### src/hw/rtl/gwm_pkg.sv
`timescale 1ns / 1ps
// ----------------------------------------------------------------------------
// gwm_pkg
// Shared types and constants for the glob wildcard matcher.
// ----------------------------------------------------------------------------
package gwm_pkg;

    localparam int MAX_PATTERN_DEF = 64;

    localparam logic [7:0] GLOB_STAR = 8'h2A;
    localparam logic [7:0] GLOB_ONE  = 8'h3F;

    typedef enum logic [1:0] {
        FUNC_CLEAR  = 2'd0,
        FUNC_APPEND = 2'd1,
        FUNC_TEXT   = 2'd2,
        FUNC_END    = 2'd3
    } func_t;

    // broadcast from the top level to every cell for one accepted beat
    typedef struct packed {
        logic       text_beat;
        logic       append_beat;
        logic       restart_beat;
        logic [7:0] character;
    } cell_cmd_t;

endpackage

### src/hw/rtl/glob_wildcard_matcher_unit.sv
`timescale 1ns / 1ps
// ----------------------------------------------------------------------------
// glob_wildcard_matcher_unit
// Streams text against a stored glob pattern with star and question mark.
// ----------------------------------------------------------------------------
// Input beats carry func and character: clear, append pattern byte, text
// byte or end of text. Only end of text returns a result beat on the output
// channel, with matched and too_long.
// Clear, append and text beats are taken one per cycle when input is not
// stalled; each text byte updates all pattern positions in the row of cells
// at once, the star closure riding on one carry chain across the row.
// An end-of-text beat is captured into a result stage, and from there the
// result beat is loaded into the output register. Input stalls while the
// result stage is full, so an end-of-text beat holds the input until its
// result has moved on to the output register.
// While the output holds a stalled result beat, input stalls as well and
// resumes at the edge where the receiver takes that beat.
// At reset the pattern is empty, no overflow is flagged, only position zero
// is active and no result is pending. A pattern beyond MAX_PATTERN bytes
// drops the extra bytes and reports too_long with matched low.
// ----------------------------------------------------------------------------
module glob_wildcard_matcher_unit
    import gwm_pkg::*;
#(
    parameter int MAX_PATTERN = MAX_PATTERN_DEF
)
(
    input  logic       clk,
    input  logic       rst_n,
    input  logic       in_valid,
    output logic       in_stall,
    input  logic [1:0] func,
    input  logic [7:0] character,
    output logic       out_valid,
    input  logic       out_stall,
    output logic       matched,
    output logic       too_long
);

    localparam int LEN_W = $clog2(MAX_PATTERN + 1);

    logic                   accept;
    func_t                  func_in;
    cell_cmd_t              cmd;
    logic                   end_beat;

    logic [LEN_W-1:0]       len_reg;
    logic [LEN_W-1:0]       len_next;
    logic                   ovf_reg;
    logic                   ovf_next;
    logic                   tail_reg;

    logic [MAX_PATTERN:0]   active_vec;
    logic [MAX_PATTERN-1:0] star_vec;
    logic [MAX_PATTERN:0]   closed_vec;
    logic [MAX_PATTERN:0]   adv_vec;
    logic [MAX_PATTERN:0]   len_sel;

    logic [MAX_PATTERN:0]   fin_vec_reg;
    logic                   fin_ovf_reg;
    logic                   fin_valid_reg;
    logic                   fin_valid_next;
    logic                   out_valid_reg;
    logic                   matched_reg;
    logic                   too_long_reg;
    logic                   out_load;

    assign accept  = in_valid && !in_stall;
    assign func_in = func_t'(func);

    always_comb
    begin
        cmd.text_beat    = 1'b0;
        cmd.append_beat  = 1'b0;
        cmd.restart_beat = 1'b0;
        cmd.character    = character;
        end_beat         = 1'b0;
        len_next         = len_reg;
        ovf_next         = ovf_reg;
        if (accept)
        begin
            unique case (func_in)
                FUNC_CLEAR:
                begin
                    cmd.restart_beat = 1'b1;
                    len_next         = '0;
                    ovf_next         = 1'b0;
                end
                FUNC_APPEND:
                begin
                    cmd.restart_beat = 1'b1;
                    if (len_reg < LEN_W'(MAX_PATTERN))
                    begin
                        cmd.append_beat = 1'b1;
                        len_next        = len_reg + LEN_W'(1);
                    end
                    else
                    begin
                        ovf_next = 1'b1;
                    end
                end
                FUNC_TEXT:
                begin
                    cmd.text_beat = 1'b1;
                end
                FUNC_END:
                begin
                    cmd.restart_beat = 1'b1;
                    end_beat         = 1'b1;
                end
                default:
                begin
                    cmd.restart_beat = 1'b0;
                end
            endcase
        end
    end

    // row of position cells, advance bits ripple to the right neighbour
    assign adv_vec[0] = 1'b0;

    for (genvar p = 0; p < MAX_PATTERN; p++)
    begin : g_cell
        gwm_cell #(
            .IDX   (p),
            .LEN_W (LEN_W)
        ) u_cell (
            .clk     (clk),
            .rst_n   (rst_n),
            .cmd     (cmd),
            .len     (len_reg),
            .closed  (closed_vec[p]),
            .adv_in  (adv_vec[p]),
            .adv_out (adv_vec[p+1]),
            .active  (active_vec[p]),
            .star    (star_vec[p])
        );
    end

    for (genvar p = 0; p <= MAX_PATTERN; p++)
    begin : g_sel
        assign len_sel[p] = len_reg == LEN_W'(p);
    end

    assign active_vec[MAX_PATTERN] = tail_reg;

    gwm_closure #(
        .N (MAX_PATTERN)
    ) u_closure (
        .active (active_vec),
        .star   (star_vec),
        .closed (closed_vec)
    );

    assign out_load       = fin_valid_reg && (!out_valid_reg || !out_stall);
    assign fin_valid_next = (fin_valid_reg && !out_load) || end_beat;
    assign in_stall       = fin_valid_reg || (out_valid_reg && out_stall);

    always_ff @(posedge clk or negedge rst_n)
    begin
        if (!rst_n)
        begin
            len_reg       <= '0;
            ovf_reg       <= 1'b0;
            tail_reg      <= 1'b0;
            fin_valid_reg <= 1'b0;
            out_valid_reg <= 1'b0;
        end
        else
        begin
            len_reg       <= len_next;
            ovf_reg       <= ovf_next;
            fin_valid_reg <= fin_valid_next;
            // last position only fills from its left neighbour
            if (cmd.restart_beat)
            begin
                tail_reg <= 1'b0;
            end
            else if (cmd.text_beat)
            begin
                tail_reg <= adv_vec[MAX_PATTERN];
            end
            if (out_load)
            begin
                out_valid_reg <= 1'b1;
            end
            else if (!out_stall)
            begin
                out_valid_reg <= 1'b0;
            end
        end
    end

    always_ff @(posedge clk)
    begin
        if (end_beat)
        begin
            fin_vec_reg <= closed_vec & len_sel;
            fin_ovf_reg <= ovf_reg;
        end
        if (out_load)
        begin
            matched_reg  <= (|fin_vec_reg) && !fin_ovf_reg;
            too_long_reg <= fin_ovf_reg;
        end
    end

    assign out_valid = out_valid_reg;
    assign matched   = matched_reg;
    assign too_long  = too_long_reg;

endmodule

### src/hw/rtl/gwm_cell.sv
`timescale 1ns / 1ps
// ----------------------------------------------------------------------------
// gwm_cell
// One pattern position: holds its pattern byte and active bit, and hands the
// advance bit to the next position on every text beat.
// ----------------------------------------------------------------------------
module gwm_cell
    import gwm_pkg::*;
#(
    parameter int IDX   = 0,
    parameter int LEN_W = 7
)
(
    input  logic             clk,
    input  logic             rst_n,
    input  cell_cmd_t        cmd,
    input  logic [LEN_W-1:0] len,
    input  logic             closed,
    input  logic             adv_in,
    output logic             adv_out,
    output logic             active,
    output logic             star
);

    logic [7:0] byte_reg;
    logic       active_reg;
    logic       active_next;
    logic       in_use;
    logic       is_one;
    logic       is_match;

    assign in_use   = LEN_W'(IDX) < len;
    assign star     = in_use && (byte_reg == GLOB_STAR);
    assign is_one   = byte_reg == GLOB_ONE;
    assign is_match = byte_reg == cmd.character;
    assign adv_out  = closed && in_use && !star && (is_one || is_match);
    assign active   = active_reg;

    always_comb
    begin
        active_next = active_reg;
        if (cmd.restart_beat)
        begin
            active_next = (IDX == 0);
        end
        else if (cmd.text_beat)
        begin
            // a star keeps itself, anything else arrives from the left
            active_next = (closed && star) || adv_in;
        end
    end

    always_ff @(posedge clk or negedge rst_n)
    begin
        if (!rst_n)
        begin
            active_reg <= (IDX == 0);
        end
        else
        begin
            active_reg <= active_next;
        end
    end

    always_ff @(posedge clk)
    begin
        if (cmd.append_beat && (len == LEN_W'(IDX)))
        begin
            byte_reg <= cmd.character;
        end
    end

endmodule

### src/hw/rtl/gwm_closure.sv
`timescale 1ns / 1ps
// ----------------------------------------------------------------------------
// gwm_closure
// Star closure over the active set: an active star also activates the next
// position, rippled through runs of stars with one carry chain.
// ----------------------------------------------------------------------------
module gwm_closure
#(
    parameter int N = 64
)
(
    input  logic [N:0]   active,
    input  logic [N-1:0] star,
    output logic [N:0]   closed
);

    logic [N:0] gen;
    logic [N:0] prop;
    logic [N:0] sum;
    logic [N:0] carry_in;

    // carry into p+1 is star[p] & (active[p] | carry into p)
    assign gen      = {1'b0, active[N-1:0] & star};
    assign prop     = {1'b0, star};
    assign sum      = gen + prop;
    assign carry_in = sum ^ gen ^ prop;
    assign closed   = active | carry_in;

endmodule

### config.mk
export PLATFORM = sky130hd
export DESIGN_NAME = glob_wildcard_matcher_unit
export DESIGN_NICKNAME = d
export VERILOG_FILES = /design/src/hw/rtl/gwm_pkg.sv /design/src/hw/rtl/glob_wildcard_matcher_unit.sv /design/src/hw/rtl/gwm_cell.sv /design/src/hw/rtl/gwm_closure.sv
export SDC_FILE = /design/constraint.sdc
export NUM_CORES = 1
export LEC_CHECK = 0
export BUFFER_PORTS_ARGS = -buffer_cell sky130_fd_sc_hd__buf_4
export CORE_MARGIN = 2
export CORE_UTILIZATION = 30
export DETAILED_ROUTE_END_ITERATION = 8
export GPL_ROUTABILITY_DRIVEN = 1
export HOLD_SLACK_MARGIN = 0.06
export SLEW_MARGIN = 20
export SYNTH_ARGS = -nofsm -noshare
export SYNTH_HDL_FRONTEND = slang
export SYNTH_SLANG_ARGS = --single-unit
export TNS_END_PERCENT = 20
### constraint.sdc
create_clock -name clk -period 5.35 [get_ports clk]
set_input_delay 0 -clock clk [delete_from_list [all_inputs] [get_ports clk]]
set_output_delay 0 -clock clk [all_outputs]
set_load 0.02 [all_outputs]
Word-level counts from Yosys, hierarchy flattened
Index checks and enable logic that the tools add are counted.

operators by class
  equal/unequal tests = 262
  bitwise logic cells = 5
  mux-type cells = 143
  reduce and logical (&&, ||, !) cells = 596
  add/sub/neg operators = 2
  order comparisons = 65

operators with widths
  kind                                                                         count
  8-bit by 6-bit == test with 1-bit output, second input constant              128
  8-bit == test                                                                64
  1-bit logical AND                                                            389
  7-bit by 6-bit == test with 1-bit output, second input constant              32
  6-bit by 7-bit less-than comparator with 1-bit output, first input constant  32
  1-bit two-way mux                                                            139
  1-bit logical OR                                                             130
  65-bit by 64-bit XOR with 65-bit output                                      2
  7-bit by 5-bit == test with 1-bit output, second input constant              16
  5-bit by 7-bit less-than comparator with 1-bit output, first input constant  16
  1-bit logical NOT                                                            69
  64-bit by 64-bit adder with 65-bit output                                    1
  65-bit bitwise AND                                                           1
  65-bit OR                                                                    1
  65-bit OR reduction                                                          1
  64-bit bitwise AND                                                           1
  7-bit by 4-bit == test with 1-bit output, second input constant              8
  4-bit by 7-bit less-than comparator with 1-bit output, first input constant  8
  7-bit by 3-bit == test with 1-bit output, second input constant              4
  3-bit by 7-bit less-than comparator with 1-bit output, first input constant  4
  7-bit by 2-bit == test with 1-bit output, second input constant              2
  1-bit by 7-bit less-than comparator with 1-bit output, first input constant  2
  2-bit by 7-bit less-than comparator with 1-bit output, first input constant  2
  7-bit one-hot mux with 2 select lines                                        1
  16 further kinds                                                             20

word-level totals
  register bits = 655

Logic depth before layout (Yosys ltp)
Gate-level depths: netlist of run 1.

  depth after elaboration = 13
  depth in mapped cells = 17
  mapped depth without buffers = 15

Worst setup path before layout of run 1
No wires, ideal clock.

  kind = register -> register
  from = reg len_reg[3]
  to = reg fin_vec_reg[52], data pin
  period minus slack after synthesis = 3.883 ns
  cell stages (with the launch flop) = 17
  path slack = 1.467 ns
  arrival time = 3.615 ns
  setup time = 0.268 ns
  path buffers = 1
  path through = dfrtp_1 -> or4_1 -> clkbuf_1 -> nor2_1 -> or3_1 -> nor2_1 -> ha_1 -> nor3_1 -> o41ai_1 -> o2111ai_1 -> nor2_1 -> o31a_1 -> o311ai_1 -> o311ai_2 -> a221o_1 -> a21oi_1 -> nor3_1

on the way
  longest elaborated chain between the ends = 8

RTL lines
  element                                                                        RTL line                           text
  from (decl)                                                                    glob_wildcard_matcher_unit.sv:47   logic [LEN_W-1:0] len_reg;
  from (signal assigned)                                                         glob_wildcard_matcher_unit.sv:171  len_reg <= len_next;
  1-bit by 7-bit less-than comparator with 1-bit output (tied with other cells)  gwm_cell.sv:32                     assign in_use = LEN_W'(IDX) < len;
  1-bit logical AND                                                              gwm_cell.sv:33                     assign star = in_use && (byte_reg == GLOB_STAR);
  64-bit bitwise AND                                                             gwm_closure.sv:23                  assign gen = {1'b0, active[N-1:0] & star};
  64-bit by 64-bit adder with 65-bit output                                      gwm_closure.sv:25                  assign sum = gen + prop;
  65-bit by 64-bit XOR with 65-bit output (2 in series)                          gwm_closure.sv:26                  assign carry_in = sum ^ gen ^ prop;
  65-bit OR                                                                      gwm_closure.sv:27                  assign closed = active | carry_in;
  65-bit bitwise AND *                                                           glob_wildcard_matcher_unit.sv:198  fin_vec_reg <= closed_vec & len_sel;
  to (signal assigned)                                                           glob_wildcard_matcher_unit.sv:198
  to (decl)                                                                      glob_wildcard_matcher_unit.sv:59   logic [MAX_PATTERN:0] fin_vec_reg;

Mark *: on every way between the ends. The rest lies on a longest branch, timed or not.
A chain may end at the register's enable or synchronous reset.

Worst setup path in the final report of run 1
  from = reg len_reg[2]
  to = reg g_cell[36].u_cell.active_reg

on the way
  longest elaborated chain between the ends = 13

RTL lines
  element                                                                        RTL line           text
  1-bit by 7-bit less-than comparator with 1-bit output (tied with other cells)  gwm_cell.sv:32
  1-bit logical AND                                                              gwm_cell.sv:33
  64-bit bitwise AND                                                             gwm_closure.sv:23
  64-bit by 64-bit adder with 65-bit output                                      gwm_closure.sv:25
  65-bit by 64-bit XOR with 65-bit output (2 in series)                          gwm_closure.sv:26
  65-bit OR                                                                      gwm_closure.sv:27
  1-bit logical AND (3 in series)                                                gwm_cell.sv:36     assign adv_out = closed && in_use && !star && (is_one || is_match);
  1-bit logical OR *                                                             gwm_cell.sv:49     active_next = (closed && star) || adv_in;
  1-bit two-way mux *                                                            gwm_cell.sv:46     else if (cmd.text_beat)
  1-bit two-way mux *                                                            gwm_cell.sv:42     if (cmd.restart_beat)
  to (signal assigned)                                                           gwm_cell.sv:57     active_reg <= (IDX == 0);
  to (signal assigned)                                                           gwm_cell.sv:61     active_reg <= active_next;
  to (decl)                                                                      gwm_cell.sv:26     logic active_reg;

Mark *: on every way between the ends. The rest lies on a longest branch, timed or not. The select of a mux whose other input is x is not followed.

==> results of run 1 <==
Yosys cell counts, types with 30 or more instances:
master    instances
a21oi_1         143
a31oi_1          37
and3_1           46
buf_1            36
clkbuf_1         84
dfrtp_1          74
edfxtp_1        580
inv_1            59
nand2_1         207
nand3_1          83
nand4_1         135
nor2_1          342
nor3_1          134
nor4_1          131
o21ai_0          99
o31ai_1          30
or3_1            58
or4_1            45
xnor2_1         337
xor2_1          176
critical path, cell delays in order, from the launching register on:
cell,delay (ns)
dfrtp_1,0.59
or3_1,0.45
o21ai_0,0.55
o41ai_1,0.23
a22o_1,0.27
a31oi_2,0.58
o22ai_1,0.38
and4_1,0.28
o31ai_1,0.30
nand2b_1,0.29
a211oi_1,0.73
o221ai_1,0.20
cells by family (layout without fill, tap and decap cells):
logic type	Yosys count	after routing	share of synthesized area, %
compound gates	635	635	12.2
xor+xnor	513	513	12.2
fa+ha+maj	5	5	0.169
buf+inv	212	299	2.39
flops	655	655	52.2
simple gates	1413	1413	20.9
how the worst max path moves through the flow:
stage               startpoint  slack [ns]  depth (start not counted)                  endpoint
floorplan           len_reg[3]        1.47                         16           fin_vec_reg[52]
global placement    len_reg[4]        0.51                         11           fin_vec_reg[35]
detailed placement  len_reg[4]        0.58                         11           fin_vec_reg[35]
CTS                 len_reg[2]        0.56                         11           fin_vec_reg[35]
global route        len_reg[2]        0.30                         11  g_cell[36].u_cell.active
finish              len_reg[2]        0.31                         11  g_cell[36].u_cell.active
cell type report:
class	instances	area, sq um
Clock inverter	43	468
Multi-Input combinational cell	2566	16800
Tap cell	1625	2030
Inverter	59	221
Fill cell	12200	80300
Timing Repair Buffer	108	1020
Clock buffer	89	1920
Sequential cell	655	19300
power by group through the flow:
stage / Combinational [mW] / Clock (mW) / Sequential [mW]
final: 0.872 / 5.10 / 5.63
after global routing: 0.915 / 5.39 / 5.63
after CTS: 0.861 / 5.19 / 5.62
after detailed placement: 0.848 / 0 / 5.73
after global placement: 0.840 / 0 / 5.73
after floorplan: 0.469 / 0 / 5.72
what timing repair did:
| item | in CTS | in global routing |
|---|---|---|
| endpoints found under the setup margin | 0 | 0 |
| hold buffers | 16 | 0 |
| endpoints found under the hold margin | 327 | 0 |
per-layer routing:
layer	part of all wire, %	global-route usage (%)
met1	43	25.3
met2	44	28.7
met3	8.0	3.14
met4	5.0	9.26
met5	0.011	0
==> flow_metrics.py, run 1 <==
metrics = {
    "finish": {
        "fin_nets": 3482,
        "largest_reg_flops": 512,
        "final_cell_mix": "edfxtp_1 (580), nor2_1 (341), xnor2_1 (337), nand2_1 (206), xor2_1 (176)",
        "final_common_cell": "edfxtp_1",
        "area_growth_pct": 13.0,
        "post-route-util_pct": 34.2,
        "stdcell_count": 5145,
        "n_antenna_cell": 0,
        "final_area_sq_um": 41800,
        "drive_above_1_share_pct": 8.49,
    },
    "power": {
        "p_total_mw": 11.6,
        "power_frac_seq_pct": 48.5,
        "vdd_drop_max_uv": 265,
        "p_int_mw": 8.80,
        "pwr-share-comb_pct": 7.5,
        "p_sw_share_pct": 24.1,
        "p_leak_nw": 12.6,
        "cellPowerDensity_nw_per_um2": 278,
        "p_switching_mw": 2.80,
        "clkPwrFrac_pct": 44.0,
    },
    "outcome": {
        "status": "finished, final reports clean",
    },
    "worst_setup_path": {
        "reg2reg_from": "len_reg[2]",
        "cp.required_ns": 5.83,
        "path_max_fanout": 21,
        "worstSetupStartpointType": "flip-flop",
        "path_class": "reg2reg",
        "ff2ff_path_depth": 11,
        "r2r_setup_slack_ns": 0.31,
        "r2r_end": "g_cell[36].u_cell.active",
        "end_kind": "flip-flop",
        "arrival_ns": 5.51,
    },
    "detailed_routing": {
        "wl_per_cell_um": 23.4,
        "wl_um": 121000,
        "vias": 29000,
        "antenna_left": 0,
        "vias_per_cell": 5.63,
        "drc": 0,
        "drt_iter0_drc": 3255,
        "drt-pass1-iter-count": 8,
    },
    "clocking": {
        "cts_resized": 0,
        "cts.sinks": 655,
        "root_buffer": "clkbuf_16",
        "clkTransAtPathRegs_ns": 0.06,
        "postCtsSetupBuffers": 0,
        "ctsLongestPathBuffers": 3,
        "cts_max_level": 3,
        "insertion_delay_ns": 0.65,
        "cts_made_buffers": 73,
        "cts_tree": "done",
    },
    "global_routing": {
        "antenna_found_initial": 2,
        "grt_pass1_vias": 28000,
        "grt_overflow": 0,
        "grt_max_degree": 71,
        "grt_pass1_wl_um": 180000,
        "track_usage_pct": 18.6,
    },
    "yosys": {
        "synth.cell_area_sq_um": 37000,
        "synthArstFlopShare_pct": 11.5,
        "synth-edff-count": 580,
        "yosysTopAreaCellShare_pct": 47.1,
        "synth-main-ff-cell": "edfxtp_1",
        "ys_types": 100,
        "synth_area_leaders": "edfxtp_1 (47%), xnor2_1 (8.0%), dfrtp_1 (5.0%)",
        "yosys.area.top_type": "edfxtp_1",
        "syn_area_per_cell_sq_um": 10.8,
        "yosysSeqAreaShare_pct": 52.2,
        "syn_inst": 3433,
        "syn_nets": 3452,
        "synth_seq_cells": 655,
        "ys_warn_count": 0,
    },
    "timing": {
        "clock.fmax_mhz": 199,
        "finalSetupViolCount": 0,
        "tns_ns": 0,
        "max-slew-margin-rel_pct": 22.0,
        "fin_crit_sh_pct": 94.2,
        "timing.hold.ws_ns": 0.182,
        "maxSlewViolCount": 0,
        "clock_skew_ns": 0.0348,
        "rsz0062_at_grt": "no",
        "timing.final.ws_setup_ns": 0.313,
        "hold_viol_final": 0,
        "worst_pin_slew_ns": 1.17,
        "fin_crit_ns": 5.04,
    },
    "floorplan": {
        "boundaryPins": 18,
        "dieArea_sq_um": 126000,
        "rows": 128,
        "die_w_um": 355,
        "core-area_sq_um": 122000,
        "start_util_pct": 30.3,
        "die_h_um": 355,
    },
    "min_path": {
        "hold_path_class": "in2reg",
        "hold_depth": 3,
        "worstHoldStart": "out_stall",
        "worstHoldEndpoint": "fin_valid_reg",
    },
    "place": {
        "placed_area_sq_um": 39200,
        "place_congestion": 0.992,
        "dpl_worst_slack_ns": 0.583,
        "dpl.hpwl_um": 85400,
        "place.port_buffers": 17,
        "dp_cells": 4997,
    },
    "flow_run": {
        "drv_cap": 0,
    },
}
Note: power is estimated with default switching activity, not from simulation.
==> run 2: changes to the inputs <==
--- a/config.mk
+++ b/config.mk
@@ -11,6 +11,7 @@
 export DETAILED_ROUTE_END_ITERATION = 8
 export GPL_ROUTABILITY_DRIVEN = 1
 export HOLD_SLACK_MARGIN = 0.06
+export REMOVE_ABC_BUFFERS = 1
 export SLEW_MARGIN = 20
 export SYNTH_ARGS = -nofsm -noshare
 export SYNTH_HDL_FRONTEND = slang
==> flow_metrics.py, run 2 (synthesis results as in run 1) <==
metrics = {
    "place": {
        "place.port_buffers": 17,
        "dpl.hpwl_um": 83300,
        "placed_area_sq_um": 39200,
        "place_congestion": 0.976,
    },
    "clocking": {
        "cts_max_level": 3,
        "ctsLongestPathBuffers": 3,
        "cts_tree": "done",
        "cts_resized": 0,
        "clkTransAtPathRegs_ns": 0.07,
        "insertion_delay_ns": 0.66,
        "cts_made_buffers": 75,
        "cts.sinks": 655,
        "root_buffer": "clkbuf_16",
    },
    "outcome": {
        "status": "finished, final reports clean",
    },
    "floorplan": {
        "dieArea_sq_um": 126000,
        "die_h_um": 355,
        "core-area_sq_um": 122000,
        "rows": 128,
        "start_util_pct": 30.3,
        "boundaryPins": 18,
        "die_w_um": 355,
    },
    "worst_setup_path": {
        "crit_family": "simple AND/OR/NAND/NOR gates",
        "crit_path_cell_trace": "or3_1, buf_4, a21oi_1, o41ai_1, o21bai_1, nor4bb_1, nor3b_1, o32a_4, a2111oi_2, or3_1, nor2_1, nor3_2",
        "slowest_stage": "nor3b_1",
        "path_class": "reg2reg",
        "path_max_fanout": 25,
        "arrival_ns": 5.57,
        "r2r_setup_slack_ns": 0.17,
        "crit_top_cell": "or3_1",
        "end_kind": "flip-flop",
        "worstSetupStartpointType": "flip-flop",
        "cp.required_ns": 5.74,
        "critPathMaxStageDelay_ns": 0.91,
        "critPathBufInv": 1,
    },
    "detailed_routing": {
        "drt-pass1-iter-count": 8,
        "wl_um": 117000,
        "antenna_left": 0,
        "drc": 0,
        "vias_per_cell": 5.64,
        "drt_iter0_drc": 2878,
        "wl_per_cell_um": 22.7,
        "vias": 29100,
    },
    "power": {
        "cellPowerDensity_nw_per_um2": 281,
        "power_frac_seq_pct": 47.8,
        "p_leak_nw": 12.7,
        "p_sw_share_pct": 23.7,
        "p_switching_mw": 2.79,
        "clkPwrFrac_pct": 45.1,
        "pwr-share-comb_pct": 7.2,
        "vdd_drop_max_uv": 235,
        "p_int_mw": 8.99,
    },
    "finish": {
        "largest_reg_flops": 512,
        "final_common_cell": "edfxtp_1",
        "nFillCells": 12200,
        "fin_nets": 3486,
        "area_growth_pct": 13.4,
        "final_cell_mix": "edfxtp_1 (580), nor2_1 (341), xnor2_1 (337), nand2_1 (206), xor2_1 (176)",
        "final_area_sq_um": 41900,
        "post-route-util_pct": 34.3,
        "drive_above_1_share_pct": 8.67,
        "n_antenna_cell": 0,
    },
    "timing": {
        "worst_pin_slew_ns": 1.15,
        "max-slew-margin-rel_pct": 22.5,
        "fin_crit_sh_pct": 96.9,
        "clock_skew_ns": 0.0406,
        "hold_viol_final": 0,
        "clock.fmax_mhz": 193,
        "finalSetupViolCount": 0,
        "rsz0062_at_grt": "no",
        "tns_ns": 0,
        "timing.hold.ws_ns": 0.160,
        "fin_crit_ns": 5.18,
        "maxSlewViolCount": 0,
    },
    "global_routing": {
        "track_usage_pct": 18.2,
        "antenna_found_initial": 3,
        "grt_max_degree": 68,
        "grt_pass1_vias": 28200,
        "grt_overflow": 0,
        "grt_pass1_wl_um": 177000,
    },
    "min_path": {
        "hold_path_class": "in2reg",
    },
    "flow_run": {
        "drv_cap": 0,
    },
}
[run 2: cell count changes in the layout (fill, tap and decap cells not counted), moves of 2 or more]
cell       before  now
clkbuf_16      74   77
buf_4          73   76
clkinv_1       11    8
clkinv_2       10   12
clkbuf_1       14   18
bufinv_16       8   10
[run 2: path summary, 6_finish.rpt]
kind,end,cells past startpoint,start
max,fin_vec_reg[50],12,len_reg[4]
min,fin_valid_reg,3,out_stall
max reg2reg,fin_vec_reg[50],12,len_reg[4]
min reg2reg,fin_ovf_reg,0,ovf_reg
max in group asynchronous,len_reg[3],4,rst_n
min in group asynchronous,g_cell[20].u_cell.active,4,rst_n
[run 2: tightest hold or removal path, delay by kind of cell]
| kind | cells | cell delay [ns] |
|---|---|---|
| buf+inv | 2 | 0.64 |
| compound gates | 1 | 0.13 |
[run 2: routing by layer]
| metal | track usage (%) | part of all wire, % |
|---|---|---|
| met1 | 24.8 | 43 |
| met2 | 28.3 | 45 |
| met3 | 3.82 | 8.3 |
| met4 | 6.74 | 3.5 |
| met5 | 0 | 0.012 |
[run 2: what timing repair did]
| item | in CTS | in global routing |
|---|---|---|
| setup buffers | 0 | 0 |
| endpoints found under the hold margin | 320 | 0 |
| hold buffers | 17 | 0 |
[run 2: cell type report]
cell class / count / area (sq um) / area share [%]
timing repair buffer: 110 / 1020 / 2.44
clock inverter: 42 / 503 / 1.20
inverter: 59 / 221 / 0.528
clock buffer: 96 / 2010 / 4.79
tap: 1625 / 2030 / 4.85
sequential: 655 / 19300 / 46.1
multi-input combinational: 2566 / 16800 / 40.1
[run 2: per-stage QoR]
stage | instances | setup slack (ns) | power [mW]
2_1_floorplan | 3280 | 0.896 | 6.09
3_3_place_gp | 4998 | 0.399 | 6.54
3_5_place_dp | 4998 | 0.426 | 6.55
4_1_cts | 5153 | 0.365 | 11.9
5_1_grt | 5153 | 0.0153 | 12.1
6_report | 5153 | 0.166 | 11.8
[run 2: power groups by stage]
stage	combinational (mW)	sequential, mW	clock (mW)
after floorplan	0.341	5.74	0
after global placement	0.809	5.73	0
after detailed placement	0.817	5.73	0
after CTS	0.831	5.62	5.41
after global routing	0.893	5.62	5.60
final	0.842	5.62	5.31
